--- config.mk ---
export PLATFORM = sky130hd
export DESIGN_NAME = encoder_speed_direction_estimator_core
export DESIGN_NICKNAME = d
export VERILOG_FILES = /design/src/esde_pkg.sv /design/src/esde_serial_div.sv /design/src/encoder_speed_direction_estimator_core.sv
export SDC_FILE = /design/constraint.sdc
export NUM_CORES = 1
export LEC_CHECK = 0
export ABC_CLOCK_PERIOD_IN_PS = 13600
export BUFFER_PORTS_ARGS = -buffer_cell sky130_fd_sc_hd__buf_2
export CAP_MARGIN = 20
export CORE_ASPECT_RATIO = 1.5
export CORE_MARGIN = 2
export CORE_UTILIZATION = 64
export CTS_CLUSTER_DIAMETER = 120
export CTS_CLUSTER_SIZE = 20
export DETAILED_ROUTE_END_ITERATION = 10
export GPL_ROUTABILITY_DRIVEN = 0
export PLACE_DENSITY = 0.82
export RECOVER_POWER = 100
export REMOVE_ABC_BUFFERS = 1
export SLEW_MARGIN = 10
export SYNTH_ARGS = -nofsm -noshare
export SYNTH_HDL_FRONTEND = slang
export SYNTH_SLANG_ARGS = --single-unit
--- constraint.sdc ---
create_clock -name clk -period 13.6 [get_ports clk]
set_input_delay 2.04 -clock clk [delete_from_list [all_inputs] [get_ports clk]]
set_output_delay 2.04 -clock clk [all_outputs]
set_load 0.01 [all_outputs]
--- src/esde_pkg.sv ---
// ============================================================================
// esde_pkg
// Shared widths, constants, codes and types of the encoder speed and
// direction estimator.
// ============================================================================
package esde_pkg;

    // Field and port widths
    localparam int SPEED_W      = 12;
    localparam int DIR_W        = 2;
    localparam int TURN_BITS_W  = 6;
    localparam int PERIOD_W     = 5;
    localparam int DEAD_BAND_W  = 16;
    localparam int CFG_INDEX_W  = 2;
    localparam int CFG_DATA_W   = 16;
    localparam int IN_TDATA_W   = 32;
    localparam int OUT_TDATA_W  = 16;

    // Defaults of the top-level parameters
    localparam int POSITION_WIDTH_DEF = 32;
    localparam int CONFIRM_COUNT_DEF  = 3;

    // Speed scaling: rpm = |diff| * 60000 / (period * 10 * 2^bits)
    localparam int MS_PER_MIN   = 60000;
    localparam int TENS_MS      = 10;
    localparam int RPM_SCALE    = MS_PER_MIN / TENS_MS;
    localparam int RPM_SCALE_W  = 13;
    localparam int RPM_MAX      = 3000;
    localparam int PERIOD_MAX   = 20;
    localparam int HIST_DEPTH   = 3;
    localparam int SLOT_W       = 2;

    // Register reset values
    localparam int TURN_BITS_RST = 12;
    localparam int PERIOD_RST    = 1;
    localparam int DEAD_BAND_RST = 2;

    // Configuration register indexes
    localparam logic [CFG_INDEX_W-1:0] REG_TURN_BITS = 2'd0;
    localparam logic [CFG_INDEX_W-1:0] REG_PERIOD    = 2'd1;
    localparam logic [CFG_INDEX_W-1:0] REG_DEAD_BAND = 2'd2;

    // Direction codes
    typedef enum logic [DIR_W-1:0] {
        DIR_STOP = 2'd0,
        DIR_CW   = 2'd1,
        DIR_CCW  = 2'd2
    } dir_t;

    // Sequencer states of the top level
    typedef enum logic [2:0] {
        ST_IDLE,
        ST_DIFF,
        ST_MUL,
        ST_SCALE,
        ST_DIV,
        ST_HIST,
        ST_FINISH
    } state_t;

    // Status of the serial divider
    typedef struct packed {
        logic busy;
        logic done;
    } div_sts_t;

endpackage

--- src/esde_serial_div.sv ---
// ============================================================================
// esde_serial_div
// Restoring divider that takes one quotient bit per cycle: a speed value is
// divided by the sample period in one restoring step per bit of the speed.
// ============================================================================
module esde_serial_div
    import esde_pkg::*;
(
    input  logic                clk,
    input  logic                rst_n,
    input  logic                start,
    input  logic [SPEED_W-1:0]  dividend,
    input  logic [PERIOD_W-1:0] divisor,
    output div_sts_t            sts,
    output logic [SPEED_W-1:0]  quotient
);

    localparam int CNT_W = $clog2(SPEED_W + 1);

    logic [CNT_W-1:0]    cnt_reg;
    logic                busy_reg;
    logic                done_reg;
    logic [PERIOD_W-1:0] rem_reg;
    logic [SPEED_W-1:0]  quo_reg;

    logic [PERIOD_W:0]   trial;
    logic                fits;
    logic [PERIOD_W:0]   trial_diff;
    logic [PERIOD_W-1:0] rem_next;

    // One restoring step: bring down the next dividend bit and try the divisor.
    always_comb
    begin
        trial      = {rem_reg, quo_reg[SPEED_W-1]};
        fits       = (trial >= {1'b0, divisor});
        trial_diff = trial - {1'b0, divisor};
        rem_next   = fits ? trial_diff[PERIOD_W-1:0] : trial[PERIOD_W-1:0];
    end

    // Step counter and status.
    always_ff @(posedge clk or negedge rst_n)
    begin
        if (!rst_n)
        begin
            cnt_reg  <= '0;
            busy_reg <= 1'b0;
            done_reg <= 1'b0;
        end
        else if (start)
        begin
            cnt_reg  <= '0;
            busy_reg <= 1'b1;
            done_reg <= 1'b0;
        end
        else if (busy_reg)
        begin
            cnt_reg <= cnt_reg + 1'b1;
            if (cnt_reg == CNT_W'(SPEED_W - 1))
            begin
                busy_reg <= 1'b0;
                done_reg <= 1'b1;
            end
        end
        else
        begin
            done_reg <= 1'b0;
        end
    end

    // The dividend shifts out at the top while quotient bits shift in below.
    always_ff @(posedge clk)
    begin
        if (start)
        begin
            quo_reg <= dividend;
            rem_reg <= '0;
        end
        else if (busy_reg)
        begin
            quo_reg <= {quo_reg[SPEED_W-2:0], fits};
            rem_reg <= rem_next;
        end
    end

    assign sts.busy = busy_reg;
    assign sts.done = done_reg;
    assign quotient = quo_reg;

endmodule

--- src/encoder_speed_direction_estimator_core.sv ---
// ============================================================================
// encoder_speed_direction_estimator_core
// Turns single-turn position samples into a median-filtered speed in rpm and
// a qualified direction of rotation.
// ============================================================================
//
//  Channel  Signals                          Beat carries
//  -------  -------------------------------  --------------------------------
//  s_axis   s_axis_tvalid/tready/tdata[31:0] turn_position
//  m_axis   m_axis_tvalid/tready/tdata[15:0] speed_rpm, rot_dir
//  cfg      cfg_valid/ready/index/data       register write, always taken
//
//  A sample runs from its beat through the difference, multiply, scale,
//  divide, history and finish steps; the 12-step serial divider by the
//  sample period takes the most time. The first sample after reset only
//  primes the stored position and goes from difference straight to finish.
//  Reset clears the registers to 12 turn bits, period 1, dead band 2.
//  A finished result waits in the output register, and the next sample is
//  taken meanwhile; a result stalls in the last step only if the previous
//  one is still untaken.
//
module encoder_speed_direction_estimator_core
    import esde_pkg::*;
#(
    parameter int POSITION_WIDTH = POSITION_WIDTH_DEF,
    parameter int CONFIRM_COUNT  = CONFIRM_COUNT_DEF
)
(
    input  logic                   clk,
    input  logic                   rst_n,
    // Position input
    input  logic                   s_axis_tvalid,
    output logic                   s_axis_tready,
    input  logic [IN_TDATA_W-1:0]  s_axis_tdata,   // [31:0] turn_position
    // Speed and direction output
    output logic                   m_axis_tvalid,
    input  logic                   m_axis_tready,
    output logic [OUT_TDATA_W-1:0] m_axis_tdata,   // [11:0] speed_rpm, [13:12] rot_dir
    // Configuration writes
    input  logic                   cfg_valid,
    output logic                   cfg_ready,
    input  logic [CFG_INDEX_W-1:0] cfg_index,
    input  logic [CFG_DATA_W-1:0]  cfg_data
);

    localparam int PW     = POSITION_WIDTH;
    localparam int BITS_W = $clog2(PW + 1);
    localparam int CNT_W  = $clog2(CONFIRM_COUNT + 1);
    localparam int PROD_W = PW + RPM_SCALE_W;
    localparam int CMP_W  = (PW > DEAD_BAND_W) ? PW : DEAD_BAND_W;

    // Configuration registers
    logic [TURN_BITS_W-1:0] turn_bits_reg;
    logic [PERIOD_W-1:0]    period_reg;
    logic [DEAD_BAND_W-1:0] dead_band_reg;

    // Sequencer
    state_t state_reg;
    state_t state_next;
    logic   div_start;
    logic   load_out;

    // Tracking state
    logic                  primed_reg;
    logic [PW-1:0]         prev_pos_reg;
    dir_t                  prev_class_reg;
    logic [CNT_W-1:0]      same_cnt_reg;
    dir_t                  held_dir_reg;
    logic [SPEED_W-1:0]    hist_reg [HIST_DEPTH];
    logic [SLOT_W-1:0]     slot_reg;

    // Per-sample working registers
    logic                  prime_reg;
    logic [PW-1:0]         cur_reg;
    logic [PW-1:0]         mag_reg;
    logic [PROD_W-1:0]     prod_reg;
    logic [SPEED_W-1:0]    rpm_reg;

    // Output register
    logic                  out_valid_reg;
    logic [SPEED_W-1:0]    out_speed_reg;
    dir_t                  out_dir_reg;

    // Combinational datapath
    logic [TURN_BITS_W-1:0] bits_wide;
    logic [BITS_W-1:0]      bits_eff;
    logic [PERIOD_W-1:0]    period_eff;
    logic [PW-1:0]          pos_mask;
    logic [PW-1:0]          half_turn;
    logic [PW-1:0]          prev_m;
    logic [PW-1:0]          diff_mod;
    logic                   diff_neg;
    logic [PW-1:0]          mag;
    dir_t                   cls;
    logic [CNT_W-1:0]       same_cnt_new;
    logic [PROD_W-1:0]      prod_scaled;
    logic [SPEED_W-1:0]     median;
    div_sts_t               div_sts;
    logic [SPEED_W-1:0]     div_quotient;

    // Middle value of three.
    function automatic logic [SPEED_W-1:0] median3(
        input logic [SPEED_W-1:0] a,
        input logic [SPEED_W-1:0] b,
        input logic [SPEED_W-1:0] c
    );
        logic [SPEED_W-1:0] lo_ab;
        logic [SPEED_W-1:0] hi_ab;
        logic [SPEED_W-1:0] lo_hc;
        begin
            lo_ab = (a < b) ? a : b;
            hi_ab = (a < b) ? b : a;
            lo_hc = (hi_ab < c) ? hi_ab : c;
            median3 = (lo_ab > lo_hc) ? lo_ab : lo_hc;
        end
    endfunction

    // Effective resolution, period and the masks that follow from them.
    always_comb
    begin
        if (turn_bits_reg == '0)
            bits_wide = TURN_BITS_W'(1);
        else if (turn_bits_reg > TURN_BITS_W'(PW))
            bits_wide = TURN_BITS_W'(PW);
        else
            bits_wide = turn_bits_reg;
        bits_eff = bits_wide[BITS_W-1:0];

        if (period_reg == '0 || period_reg > PERIOD_W'(PERIOD_MAX))
            period_eff = PERIOD_W'(1);
        else
            period_eff = period_reg;

        pos_mask  = ~({PW{1'b1}} << bits_eff);
        half_turn = PW'(1) << (bits_eff - 1'b1);
    end

    // Wrapped difference, its sign and magnitude, and the dead-band class.
    always_comb
    begin
        prev_m   = prev_pos_reg & pos_mask;
        diff_mod = (cur_reg - prev_m) & pos_mask;
        // Exactly half a turn keeps the sign of the unwrapped difference.
        diff_neg = (diff_mod > half_turn)
                   || ((diff_mod == half_turn) && !(cur_reg > prev_m));
        mag      = diff_neg ? ((~diff_mod + 1'b1) & pos_mask) : diff_mod;

        if (CMP_W'(mag) > CMP_W'(dead_band_reg))
            cls = diff_neg ? DIR_CCW : DIR_CW;
        else
            cls = DIR_STOP;

        if (cls != prev_class_reg)
            same_cnt_new = '0;
        else if (same_cnt_reg < CNT_W'(CONFIRM_COUNT))
            same_cnt_new = same_cnt_reg + 1'b1;
        else
            same_cnt_new = same_cnt_reg;
    end

    // Speed scaled to a whole turn, then the filtered value.
    assign prod_scaled = prod_reg >> bits_eff;
    assign median      = median3(hist_reg[0], hist_reg[1], hist_reg[2]);

    // Next state.
    always_comb
    begin
        case (state_reg)
            ST_IDLE:   state_next = s_axis_tvalid ? ST_DIFF : ST_IDLE;
            ST_DIFF:   state_next = prime_reg ? ST_FINISH : ST_MUL;
            ST_MUL:    state_next = ST_SCALE;
            ST_SCALE:  state_next = ST_DIV;
            ST_DIV:    state_next = div_sts.done ? ST_HIST : ST_DIV;
            ST_HIST:   state_next = ST_FINISH;
            ST_FINISH: state_next = (!out_valid_reg || m_axis_tready) ? ST_IDLE : ST_FINISH;
            default:   state_next = ST_IDLE;
        endcase
    end

    // Sequencer outputs.
    always_comb
    begin
        s_axis_tready = (state_reg == ST_IDLE);
        div_start     = (state_reg == ST_SCALE);
        load_out      = (state_reg == ST_FINISH) && (!out_valid_reg || m_axis_tready);
    end

    // Configuration registers; writes beyond the list are dropped.
    always_ff @(posedge clk or negedge rst_n)
    begin
        if (!rst_n)
        begin
            turn_bits_reg <= TURN_BITS_W'(TURN_BITS_RST);
            period_reg    <= PERIOD_W'(PERIOD_RST);
            dead_band_reg <= DEAD_BAND_W'(DEAD_BAND_RST);
        end
        else if (cfg_valid)
        begin
            case (cfg_index)
                REG_TURN_BITS: turn_bits_reg <= cfg_data[TURN_BITS_W-1:0];
                REG_PERIOD:    period_reg    <= cfg_data[PERIOD_W-1:0];
                REG_DEAD_BAND: dead_band_reg <= cfg_data[DEAD_BAND_W-1:0];
                default:       ;
            endcase
        end
    end

    assign cfg_ready = 1'b1;

    // Sequencer, tracking state and output valid.
    always_ff @(posedge clk or negedge rst_n)
    begin
        if (!rst_n)
        begin
            state_reg      <= ST_IDLE;
            primed_reg     <= 1'b0;
            prev_pos_reg   <= '0;
            prev_class_reg <= DIR_STOP;
            same_cnt_reg   <= '0;
            held_dir_reg   <= DIR_STOP;
            for (int i = 0; i < HIST_DEPTH; i++)
                hist_reg[i] <= '0;
            slot_reg       <= '0;
            out_valid_reg  <= 1'b0;
        end
        else
        begin
            state_reg <= state_next;

            if (state_reg == ST_DIFF)
            begin
                prev_pos_reg <= cur_reg;
                if (prime_reg)
                begin
                    primed_reg   <= 1'b1;
                    held_dir_reg <= DIR_STOP;
                end
                else
                begin
                    prev_class_reg <= cls;
                    same_cnt_reg   <= same_cnt_new;
                    if (same_cnt_new >= CNT_W'(CONFIRM_COUNT))
                        held_dir_reg <= cls;
                end
            end

            // Ring of three raw speeds.
            if (state_reg == ST_HIST)
            begin
                hist_reg[slot_reg] <= rpm_reg;
                if (slot_reg >= SLOT_W'(HIST_DEPTH - 1))
                    slot_reg <= '0;
                else
                    slot_reg <= slot_reg + 1'b1;
            end

            if (load_out)
                out_valid_reg <= 1'b1;
            else if (m_axis_tready)
                out_valid_reg <= 1'b0;
        end
    end

    // Working registers and output payload.
    always_ff @(posedge clk)
    begin
        if (s_axis_tvalid && s_axis_tready)
        begin
            cur_reg   <= s_axis_tdata[PW-1:0] & pos_mask;
            prime_reg <= !primed_reg;
        end
        if (state_reg == ST_DIFF)
            mag_reg <= mag;
        if (state_reg == ST_MUL)
            prod_reg <= PROD_W'(mag_reg) * PROD_W'(RPM_SCALE);
        if (state_reg == ST_DIV && div_sts.done)
            rpm_reg <= div_quotient;
        if (load_out)
        begin
            out_speed_reg <= prime_reg ? '0 : median;
            out_dir_reg   <= prime_reg ? DIR_STOP : held_dir_reg;
        end
    end

    // Divide the scaled speed by the sample period.
    esde_serial_div u_div (
        .clk      (clk),
        .rst_n    (rst_n),
        .start    (div_start),
        .dividend (prod_scaled[SPEED_W-1:0]),
        .divisor  (period_eff),
        .sts      (div_sts),
        .quotient (div_quotient)
    );

    assign m_axis_tvalid = out_valid_reg;
    assign m_axis_tdata  = {{(OUT_TDATA_W - SPEED_W - DIR_W){1'b0}}, out_dir_reg, out_speed_reg};

`ifndef NO_ASSERTIONS
    // A reported speed never exceeds half a turn per minimum period.
    a_speed_range: assert property (@(posedge clk) disable iff (!rst_n)
        m_axis_tvalid |-> (m_axis_tdata[SPEED_W-1:0] <= SPEED_W'(RPM_MAX)))
        else $error("speed above its maximum");

    // While waiting on the divider, it is working or has just finished.
    a_div_alive: assert property (@(posedge clk) disable iff (!rst_n)
        (state_reg == ST_DIV) |-> (div_sts.busy || div_sts.done))
        else $error("waiting on an idle divider");

    // Any accepted sample leaves the block primed once its difference step is done.
    a_primed: assert property (@(posedge clk) disable iff (!rst_n)
        (s_axis_tvalid && s_axis_tready) |-> ##2 primed_reg)
        else $error("sample did not prime the block");

    // The priming sample answers zero speed and standstill.
    a_prime_out: assert property (@(posedge clk) disable iff (!rst_n)
        (load_out && prime_reg) |=> (out_speed_reg == '0 && out_dir_reg == DIR_STOP))
        else $error("priming result not zero");

    // A finished result is held back while the previous one is untaken.
    a_out_stall: assert property (@(posedge clk) disable iff (!rst_n)
        (state_reg == ST_FINISH && out_valid_reg && !m_axis_tready)
        |=> (state_reg == ST_FINISH))
        else $error("result overwrote an untaken beat");
`endif

endmodule

# Yosys cells after proc, flatten, opt, wreduce, memory -nomap -nowiden
# Index checks and enable logic that the tools add are counted.
# totals
inputBits	55
mem_bits_ro	0
ramBits	0
n_memories	0
reg_bits	263
latchBits	0
word_cells	131
# op_classes
n_reduce_logical	24
add_sub_neg	7
n_mux	36
n_mul	1
bitwise	8
eq_ne	12
n_lt_le_gt_ge	14
shift	3
div_mod_pow	0
# op_table
op	n
$and A32 B32 Y32	4
$mux W12	7
$gt A32 B32 Y1	2
$not A32 Y32	2
$shr A45 B6 Y12	1
$mul A32 B9 Y41 const B	1
$bwmux W36	1
$add A32 B1 Y32 const B	1
$eq A32 B32 Y1	1
$gt A32 B16 Y1	1
$mux W32	1
$shl A1 B6 Y32 const A	1
$shl A32 B6 Y32 const A	1
$sub A32 B32 Y32	1
$demux W12 S2	1
$lt A12 B12 Y1	2
$pmux W3 S7	1
$mux W2	7
$gt A12 B12 Y1	1
$mux W6	2
$reduce_and A2 Y1	6
$mux W1	10
$mux W5	2
$eq A3 B3 Y1 const B	3
other kinds (30)	45

# Logic depth before layout (Yosys ltp)
# depth
ltp_word	19
mapped_depth	51
depth_no_buf	43

# Cells and area by module
# From an unflattened synthesis, not the netlist that was laid out.
# hier_totals
hier_cells	2432
area_unflattened_um2	24220.7
# by_module_without_submodules
mod	instances	seq_area_each_um2	cells_per_inst	area_each_um2
encoder_speed_direction_estimator_core	1	6641.4	2323	22988.3
esde_serial_div	1	610.6	109	1232.4

# Least setup slack after synthesis
# Ideal clock, no wire load.
# synth_path
path_type	register -> register
start	register turn_bits_reg[3]
end	register held_dir_reg[1]
stages_incl_launch_ff	51
required_ns	13.476
path_buffers	8
setup_slack_ns	3.044
arrival_time_ns	10.432
setup_ns	0.124
period_less_slack_ns	10.556
path_cell_list	dfstp_2 > clkbuf_1 > or3_1 > nor2_1 > o21ai_1 > buf_1 > buf_1 > clkbuf_1 > nand2_1 > inv_1 > ha_1 > clkbuf_1 > o21ai_0 > nand2_1 > ha_1 > clkbuf_1 > o21ai_0 > a21oi_1 > [... 15 more ...] > xnor2_1 > a21oi_1 > ha_1 > a21oi_1 > o22ai_1 > o21a_1 > o21a_1 > o21a_1 > o21ai_0 > nand2b_1 > a221oi_1 > a31oi_1 > or3_2 > or4_4 > nor4_4 > mux2i_1 > o31a_2 > o31a_1
# synth_via
elab_chain_cells	19
word_cells_on_any_way	31
classes_between	add/sub (3); order compare (5); eq/ne (2); shift (2); mux (8); bitwise (5); reduce/logical (6)
# synth_lines
item	line_no	text
from (decl)	encoder_speed_direction_estimator_core.sv:53	logic [TURN_BITS_W-1:0] turn_bits_reg;
from (signal assigned)	encoder_speed_direction_estimator_core.sv:193	turn_bits_reg <= TURN_BITS_W'(TURN_BITS_RST);
from (signal assigned)	encoder_speed_direction_estimator_core.sv:200	REG_TURN_BITS: turn_bits_reg <= cfg_data[TURN_BITS_W-1:0];
$gt A6 B6 Y1	encoder_speed_direction_estimator_core.sv:123	else if (turn_bits_reg > TURN_BITS_W'(PW))
$mux W6	encoder_speed_direction_estimator_core.sv:123	
$mux W6 *	encoder_speed_direction_estimator_core.sv:121	if (turn_bits_reg == '0)
$shl A32 B6 Y32	encoder_speed_direction_estimator_core.sv:134	pos_mask = ~({PW{1'b1}} << bits_eff);
$not A32 Y32	encoder_speed_direction_estimator_core.sv:134	
$and A32 B32 Y32	encoder_speed_direction_estimator_core.sv:141	prev_m = prev_pos_reg & pos_mask;
$sub A32 B32 Y32	encoder_speed_direction_estimator_core.sv:142	diff_mod = (cur_reg - prev_m) & pos_mask;
$and A32 B32 Y32	encoder_speed_direction_estimator_core.sv:142	
[... 4 more ...]	n/a	
named net mag[2]	encoder_speed_direction_estimator_core.sv:93	logic [PW-1:0] mag;
$gt A32 B16 Y1 *	encoder_speed_direction_estimator_core.sv:148	if (CMP_W'(mag) > CMP_W'(dead_band_reg))
$mux W2 *	encoder_speed_direction_estimator_core.sv:148	
$ne A2 B2 Y1	encoder_speed_direction_estimator_core.sv:153	if (cls != prev_class_reg)
$mux W2	encoder_speed_direction_estimator_core.sv:153	
$ge A2 B2 Y1	encoder_speed_direction_estimator_core.sv:242	if (same_cnt_new >= CNT_W'(CONFIRM_COUNT))
$reduce_bool A2 Y1 (no source line)	n/a	
$reduce_and A2 Y1 (no source line)	n/a	
to (signal assigned)	encoder_speed_direction_estimator_core.sv:243	held_dir_reg <= cls;
to (decl)	encoder_speed_direction_estimator_core.sv:68	dir_t held_dir_reg;
# The timed path passes the listed nets; every way through them passes the cells marked *. The select of a mux whose other input is x is not followed.
# A chain may end at the register's enable or synchronous reset.

# Final worst setup path
# layout_path
start	register turn_bits_reg[2]
end	register held_dir_reg[1]
# Same word-level chain as after synthesis.

==> flow_summary.toml <==
[clock_network]
cts.sinks = 262
ctsResizeCount = 0
clk_path_buf_depth = 3
numCtsBuffers = 17
clk_latency_ns = 0.53
clockRootBuffer = "clkbuf_16"
post-cts-setup-buffer-count = 0
clkSlewWorstSetupHoldPaths_ns = 0.09
h-tree-depth = 1
ctsHoldBuffers = 0
cts_tree = "done"

[yosys]
synth_edf_count = 143
async_reset_ff_share_pct = 43.5
synthMuxAreaShare_pct = 9.23
yosys.area.top_type_share_pct = 17.9
netlist_top_cells_area = "edfxtp_1 (18%), ha_1 (13%), fa_1 (13%)"
synth_area_leader_cell = "edfxtp_1"
ys_seq_elements = 262
synth-simple-area-share_pct = 13.9
synth_xor_area_share_pct = 2.59
syn_avg_cell_area_um2 = 9.89
synth_compound_area_share_pct = 13.4
synth_area_um2 = 24000
synth_top_flop_cell = "edfxtp_1"
synth_most_common_cell = "inv_1"
synth_common_cells = "inv_1 (253), ha_1 (241), nand2_1 (211)"
ys_types = 104
synthCells = 2425
yosys_warnings = 0
synth_top_family_by_area = "adder cells"
yosysSeqAreaShare_pct = 30.2
synth-adder-area-share_pct = 25.1

[critical_path]
crit_buf_inv = 3
r2r_cells = 39
timing.rr.end = "held_dir_reg[1]$_DFFE_PN0P_"
arrival_ns = 13.29
cp-startpoint = "turn_bits_reg[2]$_DFFE_PN1P_"
path_depth = 39
start_kind = "register"
setup.worst_path.end = "held_dir_reg[1]$_DFFE_PN0P_"
cp_slowest_stage_delay_ns = 1.07
endpoint_kind = "register"
worstReg2RegStart = "turn_bits_reg[2]$_DFFE_PN1P_"
r2r_slack_ns = 0.71
cp_slowest_cell = "dfstp_2"
critPathTopFamily = "compound AO/OA/AOI/OAI gates"
worstSetupPathType = "register to register"
required_ns = 14.00
path_common_cell = "ha_1"
critPathMaxFanout = 38

[floorplanning]
ioPinCount = 74
rows = 86
coreArea_um2 = 36900
initial_core_util_pct = 65.0
die_y_um = 241
die_w_um = 162
die-area_um2 = 39100

[placement]
io_buffers = 70
post-dp-hpwl_um = 47700
preCtsSetupSlack_ns = 1.66

[status]
violations = "max-capacitance violations, max-slew violations"
status = "finished, violations left"

[finish]
area_growth_pct = 4.95
fin_nets = 2906
antennaDiodeCount = 0
drive_gt1_share_pct = 9.11
largest_reg_flops = 40

[routing]
drtAntennaViolNets = 0
drc = 0
wl_per_cell_um = 20.4
routed-via-count = 18900
first_iter_violations = 1668
vias_per_cell = 6.39
drt_pass1_iterations = 6
routed_wirelength_um = 60300

[timing]
setup-tns-final_ns = 0
period_share_pct = 94.8
min_period_ns = 12.89
setup_ws_ns = 0.709
setup_violations = 0
clock_skew_ns = 0.0289
worstMarginPinSlew_ns = 3.80
rsz0062_at_grt = "no"
finalMaxSlewViolations = 340
hold_viol = 0
maxSlewHeadroom_pct = -153
fmax_mhz = 77.6

[flow_run]
maxCapViolations = 7

[global_routing]
antenna_found_initial = 0
grt_first_pass_wirelength_um = 97000
grt_max_degree = 67
grt-ovfl-total = 0
gr-usage-all-layers_pct = 31.3
grt_pass1_vias = 19800

[hold_path]
hold_class = "register to register"
[metrics by stage]
step,hold WS [ns],utilization [%],cells,cell area (um^2)
finish,0.453,68.2,2954,25200
global route,0.475,68.2,2954,25200
CTS,0.453,68.5,2953,25300
detailed placement,0.439,67.2,2924,24800
global placement,0.427,67.2,2924,24800
floorplan,0.412,-,2347,23600
[layout by cell type, fill, tap and decap left out, types with 19 or more instances in the layout]
cell,Yosys,layout
a21o_1,53,53
a211oi_1,28,28
edfxtp_1,143,143
inv_1,253,253
nand4_1,30,30
dfrtp_1,110,110
a21oi_1,125,125
clkbuf_1,54,45
o21ai_0,122,123
xor2_1,19,19
nor2_1,144,144
mux2i_1,99,99
nand2b_1,35,35
a31oi_1,19,19
ha_1,241,241
nor3_1,34,34
mux2_2,106,98
and2_1,35,22
buf_2,0,51
fa_1,150,150
nand2_1,211,211
xnor2_1,52,52
nor2b_1,34,33
nand3_1,38,38
[layout make-up]
| class | instances | area [um^2] |
|---|---|---|
| fill | 2774 | 11700 |
| timing repair buffer | 94 | 447 |
| tap | 484 | 606 |
| sequential | 262 | 7250 |
| clock inverter | 2 | 28.8 |
| inverter | 254 | 953 |
| multi-input combinational | 1831 | 15400 |
| clock buffer | 27 | 463 |
[metal layers]
layer / up-vias / global-route usage (%) / wire, um
li1: 8649 / - / -
met3: 316 / 3.51 / 3000
met5: - / 0 / 0
met4: 0 / 21.2 / 4660
met1: 9110 / 31.7 / 20500
met2: 799 / 59.9 / 32100
[worst min-delay path by stage]
stage | start | to | cells past startpoint
6_report | u_div.quotient[6]$_DFFE_PP_ | rpm_reg[6]$_DFFE_PP_ | 0
5_1_grt | u_div.quotient[3]$_DFFE_PP_ | rpm_reg[3]$_DFFE_PP_ | 0
4_1_cts | u_div.quotient[6]$_DFFE_PP_ | rpm_reg[6]$_DFFE_PP_ | 0
3_5_place_dp | primed_reg$_DFFE_PN0P_ | primed_reg$_DFFE_PN0P_ | 2
3_3_place_gp | primed_reg$_DFFE_PN0P_ | primed_reg$_DFFE_PN0P_ | 2
2_1_floorplan | primed_reg$_DFFE_PN0P_ | primed_reg$_DFFE_PN0P_ | 2
[cells by family after synthesis]
logic type	after synthesis
multiplexers	207
flip-flops	262
adder cells (fa/ha/maj)	391
AO/OA/AOI/OAI	494
AND/OR/NAND/NOR	665
XOR/XNOR	71
buffers and inverters	333
other	2
Power is not shown: default switching activity piles up to over one toggle a cycle in this logic, so the estimate is an artifact.
